`src/rtl/core/klb_pkg.sv`:
```
// shared constants, types and helpers of the keyboard line buffer
package klb_pkg;

	// line store geometry
	localparam int LINE_CAPACITY = 256;
	localparam int ADDR_W        = $clog2(LINE_CAPACITY);
	localparam int CMP_W         = (ADDR_W > 8) ? ADDR_W : 8;

	// special keys
	localparam logic [7:0] KEY_BACKSPACE = 8'd8;
	localparam logic [7:0] KEY_NEWLINE   = 8'd10;

	// request codes
	localparam logic REQ_PUSH = 1'b0;
	localparam logic REQ_READ = 1'b1;

	typedef logic [ADDR_W-1:0] addr_t;

	// one result word
	typedef struct packed {
		logic [7:0] byte0;
		logic [7:0] byte1;
		logic [7:0] byte2;
		logic [7:0] byte3;
		logic [2:0] bytes_valid;
		logic       last;
		logic       ready_flag;
		logic [7:0] held_length;
		logic [7:0] copied_count;
	} result_t;

	// low eight bits of a length or count
	function automatic logic [7:0] to_byte(input addr_t v);
		logic [CMP_W-1:0] w;
		w = CMP_W'(v);
		return w[7:0];
	endfunction

endpackage

```
`src/rtl/core/klb_cmd_if.sv`:
```
// request channel: push or read word with valid/ready
interface klb_cmd_if;
	logic       valid;
	logic       ready;
	logic       req_type;
	logic [7:0] char_in;
	logic [7:0] read_len;

	modport source (output valid, output req_type, output char_in, output read_len,
		input ready);
	modport sink (input valid, input req_type, input char_in, input read_len,
		output ready);
endinterface

```
`src/rtl/core/klb_rsp_if.sv`:
```
// result channel: status or line data word with valid/ready
interface klb_rsp_if;
	logic       valid;
	logic       ready;
	logic [7:0] byte0;
	logic [7:0] byte1;
	logic [7:0] byte2;
	logic [7:0] byte3;
	logic [2:0] bytes_valid;
	logic       last;
	logic       ready_flag;
	logic [7:0] held_length;
	logic [7:0] copied_count;

	modport source (output valid, output byte0, output byte1, output byte2, output byte3,
		output bytes_valid, output last, output ready_flag, output held_length,
		output copied_count, input ready);
	modport sink (input valid, input byte0, input byte1, input byte2, input byte3,
		input bytes_valid, input last, input ready_flag, input held_length,
		input copied_count, output ready);
endinterface

```
`src/rtl/core/klb_line_ram.sv`:
```
// line store: one write port, one read port with registered read data
module klb_line_ram (
	input  logic           clk,
	input  logic           we,
	input  klb_pkg::addr_t waddr,
	input  logic [7:0]     wdata,
	input  klb_pkg::addr_t raddr,
	output logic [7:0]     rdata
);
	import klb_pkg::*;

	logic [7:0] mem [LINE_CAPACITY];

	// write port
	always_ff @(posedge clk) begin
		if (we) begin
			mem[waddr] <= wdata;
		end
	end

	// read port, read data registered
	always_ff @(posedge clk) begin
		rdata <= mem[raddr];
	end
endmodule

```
`src/rtl/core/klb_out_reg.sv`:
```
// output register: holds one result word until the sink takes it
module klb_out_reg (
	input  logic             clk,
	input  logic             arst_n,
	input  logic             load,
	input  klb_pkg::result_t res,
	output logic             free,
	klb_rsp_if.source        rsp
);
	import klb_pkg::*;

	logic    valid_q;
	result_t res_q;

	assign free = !valid_q || rsp.ready;

	// valid flag
	always_ff @(posedge clk or negedge arst_n) begin
		if (!arst_n) begin
			valid_q <= 1'b0;
		end else if (load) begin
			valid_q <= 1'b1;
		end else if (rsp.ready) begin
			valid_q <= 1'b0;
		end
	end

	// payload
	always_ff @(posedge clk) begin
		if (load) begin
			res_q <= res;
		end
	end

	assign rsp.valid        = valid_q;
	assign rsp.byte0        = res_q.byte0;
	assign rsp.byte1        = res_q.byte1;
	assign rsp.byte2        = res_q.byte2;
	assign rsp.byte3        = res_q.byte3;
	assign rsp.bytes_valid  = res_q.bytes_valid;
	assign rsp.last         = res_q.last;
	assign rsp.ready_flag   = res_q.ready_flag;
	assign rsp.held_length  = res_q.held_length;
	assign rsp.copied_count = res_q.copied_count;
endmodule

```
`src/rtl/core/keyboard_line_edit_buffer_core.sv`:
```
// Cooked-mode keyboard line buffer. Each request word is a character push or a read of the
// completed line. A push (backspace removes the last byte, other bytes append while room is
// left, newline marks the line ready) is accepted, then its status word is loaded into the
// output register, and it answers with one status word. A read of a ready line first fetches
// the last copied byte to strip a trailing newline, then streams the line from a byte memory
// with one registered read port four bytes to a word, each word gathered byte by byte through
// that read port and then loaded into the output register; the load waits while that register
// is full and not being taken. A read of a line not ready, or of no bytes, answers with one
// status word. One request is handled at a time; the output register lets a finished word
// wait while the next request is taken in.
module keyboard_line_edit_buffer_core (
	input  logic    clk,
	input  logic    arst_n,
	klb_cmd_if.sink   cmd,
	klb_rsp_if.source rsp
);
	import klb_pkg::*;

	typedef enum logic [4:0] {
		ST_IDLE   = 5'b00001,
		ST_STAT   = 5'b00010,
		ST_CHECK  = 5'b00100,
		ST_GATHER = 5'b01000,
		ST_EMIT   = 5'b10000
	} state_t;

	state_t     state_q;
	addr_t      len_q;
	logic       rdy_q;
	addr_t      copy_q;
	addr_t      base_q;
	logic [2:0] issue_q;
	logic [2:0] got_q;
	logic       pend_q;
	logic [7:0] lane_q [4];

	logic       accept;
	logic       we;
	addr_t      raddr;
	logic [7:0] rdata;
	addr_t      copy_c;
	addr_t      copy_dec;
	addr_t      rem_c;
	logic [CMP_W-1:0] remx;
	logic [2:0] n_c;
	logic       last_c;
	logic       free;
	logic       load;
	result_t    res_c;

	assign cmd.ready = (state_q == ST_IDLE);
	assign accept    = cmd.valid && cmd.ready;

	// bytes to copy on a read
	always_comb begin
		logic [CMP_W-1:0] want;
		logic [CMP_W-1:0] have;
		want   = CMP_W'(cmd.read_len);
		have   = CMP_W'(len_q);
		copy_c = (want < have) ? want[ADDR_W-1:0] : len_q;
	end

	assign copy_dec = copy_q - addr_t'(1);

	// size of the current chunk
	assign rem_c  = copy_q - base_q;
	assign remx   = CMP_W'(rem_c);
	assign n_c    = (remx >= CMP_W'(4)) ? 3'd4 : remx[2:0];
	assign last_c = (remx <= CMP_W'(4));

	// line store write on an accepted append
	assign we = accept && (cmd.req_type == REQ_PUSH) && (cmd.char_in != KEY_BACKSPACE)
		&& (len_q < addr_t'(LINE_CAPACITY - 1));

	// read address: last copied byte at read start, then the streamed bytes
	always_comb begin
		if (state_q == ST_IDLE) begin
			raddr = copy_c - addr_t'(1);
		end else begin
			raddr = base_q + addr_t'(issue_q);
		end
	end

	klb_line_ram u_ram (
		.clk   (clk),
		.we    (we),
		.waddr (len_q),
		.wdata (cmd.char_in),
		.raddr (raddr),
		.rdata (rdata)
	);

	// result word assembly
	always_comb begin
		res_c.byte0        = lane_q[0];
		res_c.byte1        = lane_q[1];
		res_c.byte2        = lane_q[2];
		res_c.byte3        = lane_q[3];
		res_c.bytes_valid  = n_c;
		res_c.last         = last_c;
		res_c.ready_flag   = rdy_q;
		res_c.held_length  = to_byte(len_q);
		res_c.copied_count = to_byte(copy_q);
		load               = 1'b0;
		unique case (state_q)
			ST_STAT: begin
				res_c.byte0        = '0;
				res_c.byte1        = '0;
				res_c.byte2        = '0;
				res_c.byte3        = '0;
				res_c.bytes_valid  = '0;
				res_c.last         = 1'b1;
				res_c.copied_count = '0;
				load               = free;
			end
			ST_EMIT: begin
				load = free;
			end
			default: begin
				load = 1'b0;
			end
		endcase
	end

	klb_out_reg u_out (
		.clk    (clk),
		.arst_n (arst_n),
		.load   (load),
		.res    (res_c),
		.free   (free),
		.rsp    (rsp)
	);

	// request sequencer
	always_ff @(posedge clk or negedge arst_n) begin
		if (!arst_n) begin
			state_q <= ST_IDLE;
			len_q   <= '0;
			rdy_q   <= 1'b0;
			copy_q  <= '0;
			base_q  <= '0;
			issue_q <= '0;
			got_q   <= '0;
			pend_q  <= 1'b0;
			for (int i = 0; i < 4; i++) begin
				lane_q[i] <= '0;
			end
		end else begin
			unique case (state_q)
				ST_IDLE: begin
					if (accept) begin
						if (cmd.req_type == REQ_PUSH) begin
							if (cmd.char_in == KEY_BACKSPACE) begin
								if (len_q != '0) begin
									len_q <= len_q - addr_t'(1);
								end
							end else begin
								if (we) begin
									len_q <= len_q + addr_t'(1);
								end
								if (cmd.char_in == KEY_NEWLINE) begin
									rdy_q <= 1'b1;
								end
							end
							state_q <= ST_STAT;
						end else if (!rdy_q) begin
							state_q <= ST_STAT;
						end else if (copy_c == '0) begin
							len_q   <= '0;
							rdy_q   <= 1'b0;
							state_q <= ST_STAT;
						end else begin
							copy_q  <= copy_c;
							state_q <= ST_CHECK;
						end
					end
				end
				ST_CHECK: begin
					// strip a trailing newline, clear the line
					len_q   <= '0;
					rdy_q   <= 1'b0;
					base_q  <= '0;
					issue_q <= '0;
					got_q   <= '0;
					pend_q  <= 1'b0;
					for (int i = 0; i < 4; i++) begin
						lane_q[i] <= '0;
					end
					if (rdata == KEY_NEWLINE) begin
						copy_q <= copy_dec;
						if (copy_dec == '0) begin
							state_q <= ST_STAT;
						end else begin
							state_q <= ST_GATHER;
						end
					end else begin
						state_q <= ST_GATHER;
					end
				end
				ST_GATHER: begin
					// issue reads and catch each byte in the cycle after its read
					pend_q <= (issue_q < n_c);
					if (issue_q < n_c) begin
						issue_q <= issue_q + 3'd1;
					end
					if (pend_q) begin
						lane_q[got_q[1:0]] <= rdata;
						got_q              <= got_q + 3'd1;
					end
					if (got_q == n_c) begin
						state_q <= ST_EMIT;
					end
				end
				ST_EMIT: begin
					if (free) begin
						if (last_c) begin
							state_q <= ST_IDLE;
						end else begin
							base_q  <= base_q + addr_t'(n_c);
							issue_q <= '0;
							got_q   <= '0;
							pend_q  <= 1'b0;
							for (int i = 0; i < 4; i++) begin
								lane_q[i] <= '0;
							end
							state_q <= ST_GATHER;
						end
					end
				end
				ST_STAT: begin
					if (free) begin
						state_q <= ST_IDLE;
					end
				end
				default: begin
					state_q <= ST_IDLE;
				end
			endcase
		end
	end
endmodule

```
`src/flat_wrapper.sv`:
```
// flat-port wrapper written by rule: the top's interface ports become plain ports
module keyboard_line_edit_buffer_core_flat import klb_pkg::*;
  (clk, arst_n, cmd_valid, cmd_req_type, cmd_char_in, cmd_read_len, cmd_ready, rsp_valid, rsp_byte0, rsp_byte1, rsp_byte2, rsp_byte3, rsp_bytes_valid, rsp_last, rsp_ready_flag, rsp_held_length, rsp_copied_count, rsp_ready);
  klb_cmd_if cmd_i ();
  klb_rsp_if rsp_i ();
  input  logic clk;
  input  logic arst_n;
  input wire logic [$bits(cmd_i.valid)-1:0] cmd_valid;
  input wire logic [$bits(cmd_i.req_type)-1:0] cmd_req_type;
  input wire logic [$bits(cmd_i.char_in)-1:0] cmd_char_in;
  input wire logic [$bits(cmd_i.read_len)-1:0] cmd_read_len;
  output wire logic [$bits(cmd_i.ready)-1:0] cmd_ready;
  output wire logic [$bits(rsp_i.valid)-1:0] rsp_valid;
  output wire logic [$bits(rsp_i.byte0)-1:0] rsp_byte0;
  output wire logic [$bits(rsp_i.byte1)-1:0] rsp_byte1;
  output wire logic [$bits(rsp_i.byte2)-1:0] rsp_byte2;
  output wire logic [$bits(rsp_i.byte3)-1:0] rsp_byte3;
  output wire logic [$bits(rsp_i.bytes_valid)-1:0] rsp_bytes_valid;
  output wire logic [$bits(rsp_i.last)-1:0] rsp_last;
  output wire logic [$bits(rsp_i.ready_flag)-1:0] rsp_ready_flag;
  output wire logic [$bits(rsp_i.held_length)-1:0] rsp_held_length;
  output wire logic [$bits(rsp_i.copied_count)-1:0] rsp_copied_count;
  input wire logic [$bits(rsp_i.ready)-1:0] rsp_ready;
  assign cmd_i.valid = cmd_valid;
  assign cmd_i.req_type = cmd_req_type;
  assign cmd_i.char_in = cmd_char_in;
  assign cmd_i.read_len = cmd_read_len;
  assign cmd_ready = cmd_i.ready;
  assign rsp_valid = rsp_i.valid;
  assign rsp_byte0 = rsp_i.byte0;
  assign rsp_byte1 = rsp_i.byte1;
  assign rsp_byte2 = rsp_i.byte2;
  assign rsp_byte3 = rsp_i.byte3;
  assign rsp_bytes_valid = rsp_i.bytes_valid;
  assign rsp_last = rsp_i.last;
  assign rsp_ready_flag = rsp_i.ready_flag;
  assign rsp_held_length = rsp_i.held_length;
  assign rsp_copied_count = rsp_i.copied_count;
  assign rsp_i.ready = rsp_ready;
  keyboard_line_edit_buffer_core u_core (.clk(clk), .arst_n(arst_n), .cmd(cmd_i), .rsp(rsp_i));
endmodule
```
`config.mk`:
```
export PLATFORM = sky130hd
export DESIGN_NAME = keyboard_line_edit_buffer_core_flat
export DESIGN_NICKNAME = d
export VERILOG_FILES = /design/src/rtl/core/klb_pkg.sv /design/src/rtl/core/klb_cmd_if.sv /design/src/rtl/core/klb_rsp_if.sv /design/src/rtl/core/klb_line_ram.sv /design/src/rtl/core/klb_out_reg.sv /design/src/rtl/core/keyboard_line_edit_buffer_core.sv /design/src/flat_wrapper.sv
export SDC_FILE = /design/constraint.sdc
export NUM_CORES = 2
export LEC_CHECK = 0
export BUFFER_PORTS_ARGS = -buffer_cell sky130_fd_sc_hd__buf_2
export CELL_PAD_IN_SITES_DETAIL_PLACEMENT = 1
export CELL_PAD_IN_SITES_GLOBAL_PLACEMENT = 1
export CORE_MARGIN = 2
export CORE_UTILIZATION = 23
export CTS_BUF_LIST = sky130_fd_sc_hd__clkbuf_4 sky130_fd_sc_hd__clkbuf_8 sky130_fd_sc_hd__clkbuf_16
export DETAILED_ROUTE_END_ITERATION = 16
export PLACE_DENSITY_LB_ADDON = 0.1
export SETUP_SLACK_MARGIN = 0.3
export SLEW_MARGIN = 20
export SYNTH_ARGS = -nofsm -noshare
export SYNTH_HDL_FRONTEND = slang
export SYNTH_SLANG_ARGS = --single-unit
export TNS_END_PERCENT = 100
```
`constraint.sdc`:
```
create_clock -name clk -period 4.2 [get_ports clk]
set_input_delay 0.21 -clock clk [delete_from_list [all_inputs] [get_ports clk]]
set_output_delay 0.21 -clock clk [all_outputs]
set_load 0.05 [all_outputs]
```
**After elaboration in Yosys (flattened, before gate mapping)**

Memory sizes are Yosys's and may differ from the RTL's. A register that Yosys moved wholly into a read port is not among the register bits.
Cells that the tools add are included.

- Register bits: 123
- Bits in latches: 0
- RAM bits: 2048
- Memory bits (read-only): 0
- Input port bits: 21
- Output and inout bits: 55
- Word-level logic and storage cells: 150
- Memories kept: 1

Memory list:

| memory | depth | width | rd ports | clocked after Yosys merged registers in | wr ports | RTL line | text |
|---|---|---|---|---|---|---|---|
| u_core.u_ram.mem | 256 | 8 | 1 | 1 | 1 | klb_line_ram.sv:12 | `logic [7:0] mem [LINE_CAPACITY];` |

- $add $sub $neg: 9
- $mul: 0
- Div/mod/pow operators: 0
- Magnitude comparators: 7
- Equal/unequal tests: 27
- Shifts and indexed selects: 0
- Muxes and demuxes: 59
- Bitwise logic cells: 2
- Reductions and logical operators: 23

Operators by type and width:

| operator | count |
|---|---|
| 8-bit 2-to-1 mux | 17 |
| 32-bit 2-to-1 mux | 3 |
| 32-bit one-hot mux with 3 select lines | 1 |
| 8-bit one-hot mux with 2 select lines | 3 |
| 32-bit bitwise mux | 1 |
| 5-bit 2-to-1 mux | 6 |
| 5-bit one-hot mux with 5 select lines | 1 |
| 8-bit by 4-bit == test with 1-bit output, second input constant | 3 |
| 8-bit by 1-bit subtractor with 8-bit output, second input constant | 3 |
| 3-bit 2-to-1 mux | 6 |
| 3-bit one-hot mux with 3 select lines | 2 |
| 8-bit by 3-bit adder with 8-bit output | 2 |
| 8-bit demux with 2-bit select | 1 |
| 8-bit logical NOT | 2 |
| 4-bit AND reduction | 4 |
| 1-bit 2-to-1 mux | 13 |
| 4-bit 2-to-1 mux | 3 |
| 2-bit by 1-bit != test with 1-bit output, second input constant | 6 |
| 3-bit != test, second input constant | 4 |
| 6-bit AND reduction | 2 |
| 2-bit != test, second input constant | 5 |
| 8-bit by 1-bit adder with 8-bit output, second input constant | 1 |
| 8-bit by 3-bit >= comparator with 1-bit output, second input constant | 1 |
| 8-bit by 3-bit <= comparator with 1-bit output, second input constant | 1 |
| other kinds (27) | 36 |

**Longest topological paths before layout**

- Depth after elaboration: 10
- Gate-level depth with buffers: 23
- Gate-level depth less buffers: 21

**Modules after synthesis**

Synthesis repeated with hierarchy kept, for this count alone.

- Cells, all modules: 4419
- Area total of the unflattened synthesis: 86515.5 um^2

By module, submodules not included:

| module | instances | cells each | area an instance (um^2) | sequential area each (um^2) |
|---|---|---|---|---|
| klb_line_ram | 1 | 3733 | 79556.3 | 61659.1 |
| keyboard_line_edit_buffer_core | 1 | 630 | 5320.1 | 1727.9 |
| klb_out_reg | 1 | 56 | 1639.1 | 1616.6 |

**Least setup slack after synthesis**

Ideal clock, no wire load.

- Path type: flip-flop to flip-flop
- Start: reg u_core.len_q[6]
- End: reg u_core.u_ram.rdata[4] (read register of u_core.u_ram.mem)
- Setup time: 116 ps
- Data arrival time: 4403 ps
- Data required time: 4084 ps
- Slack: -319 ps
- Stages on the path, launching flop included: 21
- Path buffers: 2
- Period minus slack after synthesis: 4519 ps
- Cell sequence: dfrtp_1 > clkbuf_1 > inv_1 > ha_1 > and4_1 > nand2_2 > o21ai_0 > a2bb2oi_1 > ha_1 > inv_1 > or3_1 > xor2_1 > mux2_2 > a21oi_1 > nor2_1 > nand2_1 > clkbuf_1 > a21oi_1 > nor4b_1 > o221ai_1 > and4_1

- Word-level cells in the longest chain between the ends: 4

RTL lines:

| element | RTL line | text |
|---|---|---|
| start: declaration | keyboard_line_edit_buffer_core.sv:28 | `addr_t len_q;` |
| start signal: assignment | keyboard_line_edit_buffer_core.sv:155 | `len_q <= len_q - addr_t'(1);` |
| start signal: assignment | keyboard_line_edit_buffer_core.sv:159 | `len_q <= len_q + addr_t'(1);` |
| 8-bit less-than comparator | keyboard_line_edit_buffer_core.sv:60 | `copy_c = (want < have) ? want[ADDR_W-1:0] : len_q;` |
| 8-bit 2-to-1 mux * | keyboard_line_edit_buffer_core.sv:60 |  |
| 8-bit by 1-bit subtractor with 8-bit output * | keyboard_line_edit_buffer_core.sv:78 | `raddr = copy_c - addr_t'(1);` |
| 8-bit 2-to-1 mux * | keyboard_line_edit_buffer_core.sv:77 | `if (state_q == ST_IDLE) begin` |
| end: declaration | klb_line_ram.sv:8 | `output logic [7:0] rdata` |

Mark *: on every way between the ends. The rest lies on a longest branch, timed or not.
A chain may end at the register's enable or synchronous reset.

**Worst setup path in the final report**

- Start: reg u_core.len_q[7]
- End: reg u_core.u_ram.rdata[0] (read register of u_core.u_ram.mem)

Same word-level chain as after synthesis.

==> flow_summary.toml <==
[run_status]
status = "complete, but fails checks"
violations = "negative setup slack"

[detailed_routing]
vias = 52300
drt-initial-drc-count = 3579
wl_um = 328000
drt_pass1_iterations = 5
detail-route-antenna-nets = 0
wl_per_cell_um = 28.4
via_per_inst = 4.53
drc = 0

[sta]
period_needed_ns = 4.39
finalSetupTns_ns = -1.22
slew_headroom = 0.150
clock.fmax_ghz = 0.228
finalHoldViolations = 0
min_period_over_period = 1.04
worst_pin_slew_ns = 1.27
rsz0062_at_grt = "true"
setup_viol = 8
drv_slew = 0
finClkSkew_ns = 0.0662
final.setup.worst_slack_ns = -0.188

[hold_path]
hp-class = "in2reg"

[power_and_ir_drop]
leakagePower_nw = 36.8
switching_power_mw = 43.0
combPwrFrac = 0.540
power.density_nw_per_um2 = 931
ir_drop_v = 0.000483
p_clk_frac = 0.222
p_sw_frac = 0.416
power_mw = 103
p_int_mw = 60.3
seqPwrFrac = 0.238

[finish]
layout-drive-gt1-share = 0.298
nFillCells = 39400
mostFrequentLayoutCells = "2101 x edfxtp_1, 1016 x nand2_1, 471 x buf_4"
reg.largest.list = "u_core.u_ram.mem: 2048 flops, u_core.lane_q: 32 flops"
finalInstanceArea_um2 = 111000
regMostFlops = "u_core.u_ram.mem"
largest_reg_flops = 2048
final_common_cell = "edfxtp_1"
syn2layout_area_growth_pct = 26.5
fin_nets = 6379

[grt]
grt_pass1_vias = 55300
antenna_found_initial = 14
overflow = 0
grt_use_total = 0.166
grt_pass1_wl_um = 459000
grt_max_degree = 143

[synth]
ys_ff_latch = 2179
seq_area_frac_synth = 0.741
syn_inst = 5654
synth.distinct_cells = 83
asyncSetResetFlopFracSynth = 0.0321
syn-cell-area_um2 = 87700
synthFlopType = "edfxtp_1"
avgSynthCellArea_um2 = 15.5
yosysWarnings = 0
synth-edff-count = 2101

[setup_path]
critical_path_required_ns = 5.00
endpoint_kind = "flip-flop"
arrival_ns = 5.19
start_kind = "flip-flop"
cpMostUsedCell = "buf_12"
worst_path_max_delay_cell = "mux4_2"
crit_type = "reg2reg"
path_cells = "inv_2, ha_4, and4_4, nand2_4, o211a_4, buf_6, o221a_4, nor2_8, buf_12, buf_12, buf_8, buf_16, mux4_2, mux2_2, a22o_4, nor4b_4, buf_4, o221ai_4, and4_1"
path_max_fanout = 5
slowest_delay_ns = 0.49

[placement]
portBuffers = 75
post-dp-hpwl_um = 208000
placed_area_um2 = 98300
gp_congestion = 0.777
dpl_worst_slack_ns = -0.783

[clock_tree]
clk_path_buf_depth = 4
clk_latency_ns = 0.91
cts_root_buf = "clkbuf_16"
clock-sinks = 2179
htree_levels = 5
path_clk_slew_ns = 0.06
cts_tree = "built"
cts_buffers = 270

[floorplanning]
start_util = 0.231
rows = 226
io_pins = 76
core_region_area_um2 = 379000
die-area_um2 = 386000
die_width_um = 622
die_h_um = 622

[run]
cap_violations = 0
[Yosys cell counts, drive strengths merged (9+ instances only)]
| library cell | number | area (um2) |
|---|---|---|
| a22oi | 10 | 75.1 |
| clkbuf | 225 | 845 |
| o21ai | 110 | 551 |
| buf | 132 | 841 |
| edfxtp | 2101 | 63100 |
| a21oi | 258 | 1290 |
| a32oi | 30 | 263 |
| nand4 | 62 | 388 |
| and4 | 10 | 87.6 |
| and3 | 38 | 238 |
| nand2b | 10 | 62.6 |
| nand2 | 1050 | 3940 |
| a31oi | 64 | 422 |
| and2 | 50 | 313 |
| o2111ai | 9 | 78.8 |
| o22ai | 10 | 62.6 |
| mux2i | 61 | 611 |
| nand3 | 352 | 1760 |
| mux2 | 42 | 473 |
| a311oi | 15 | 131 |
| inv | 29 | 109 |
| dfrtp | 69 | 1730 |
| ha | 35 | 438 |
| a2111oi | 28 | 245 |
| mux4 | 274 | 6170 |
| nor4 | 25 | 169 |
| xor2 | 11 | 96.3 |
| a22o | 61 | 534 |
| xnor2 | 19 | 166 |
| nor3 | 36 | 185 |
| nor2 | 309 | 1180 |
[critical path, delay by kind of cell, from the launching register on]
family | cells | cell delay [ns]
AO/OA/AOI/OAI | 4 | 1.00
buffers and inverters | 7 | 0.90
AND/OR/NAND/NOR | 5 | 0.89
multiplexers | 2 | 0.78
flip-flops | 1 | 0.36
adder cells (fa/ha/maj) | 1 | 0.27
[power groups by stage]
stage	Sequential, mW	Clock, mW	Combinational [mW]
floorplan	25.2	0	23.5
global placement	25.0	0	49.5
detailed placement	25.0	0	49.4
CTS	24.6	23.6	55.3
global route	24.6	24.3	59.3
finish	24.6	22.9	55.8
[kinds of logic after synthesis]
group	Yosys count	synth area share
other	1	0.0000427
DFF	2179	0.741
xor gates and xnor gates	30	0.00300
adders and majority gates	39	0.00590
muxes	377	0.0827
and+or+nand+nor	1975	0.0981
buffers and inverters	386	0.0205
AOI/OAI and AO/OA	667	0.0488
[layer usage]
layer	vias to the layer above	global-route usage	part of all wire	wire, um
met3	353	0.0211	0.037	12100
met5	-	0	0	0
li1	23100	-	-	-
met1	27900	0.232	0.47	153000
met2	930	0.275	0.47	155000
met4	0	0.0356	0.024	7900
[worst paths after layout]
check	startpoint	end	slack (ns)	depth (start not counted)
max reg2reg	u_core.len_q[7]$_DFFE_PN0P_	u_core.u_ram.rdata[0]$_DFF_P_	-0.19	19
max	u_core.len_q[7]$_DFFE_PN0P_	u_core.u_ram.rdata[0]$_DFF_P_	-0.19	19
min in group asynchronous	arst_n	u_core.copy_q[1]$_DFFE_PN0P_	0.51	3
max in group asynchronous	arst_n	u_core.copy_q[5]$_DFFE_PN0P_	2.18	4
min	cmd_read_len[7]	u_core.copy_q[7]$_DFFE_PN0P_	0.15	5
min reg2reg	u_core.lane_q[25]$_DFFE_PN0P_	u_core.lane_q[25]$_DFFE_PN0P_	0.49	1
[area by class of cell]
class / count / area, um2 / share of cell area
diodes: 5 / 12.5 / 0.000113
clock buffers: 353 / 7610 / 0.0686
clock inverters: 123 / 927 / 0.00836
inverters: 29 / 109 / 0.000981
multi-input cells: 3096 / 23300 / 0.210
flip-flops and latches: 2179 / 65000 / 0.586
well taps: 5016 / 6280 / 0.0566
repair buffers: 743 / 7670 / 0.0692
[what timing repair did]
item | in CTS | in global routing
hold buffers | 20 | 0
cloned | 15 | 5
pin swaps | 50 | 48
resized for setup | 365 | 263
setup buffers | 55 | 19
hold endpoints to repair | 423 | 0
endpoints found under the setup margin | 894 | 1812
[stage by stage]
step	hold slack, ns	std cells	utilization
2_1_floorplan	-0.0856	5661	-
3_3_place_gp	0.467	10900	0.259
3_5_place_dp	0.464	10900	0.259
4_1_cts	0.0575	11500	0.289
5_1_grt	0.0987	11500	0.293
6_report	0.150	11500	0.293
No activity file was read; power rests on OpenSTA's default activity.
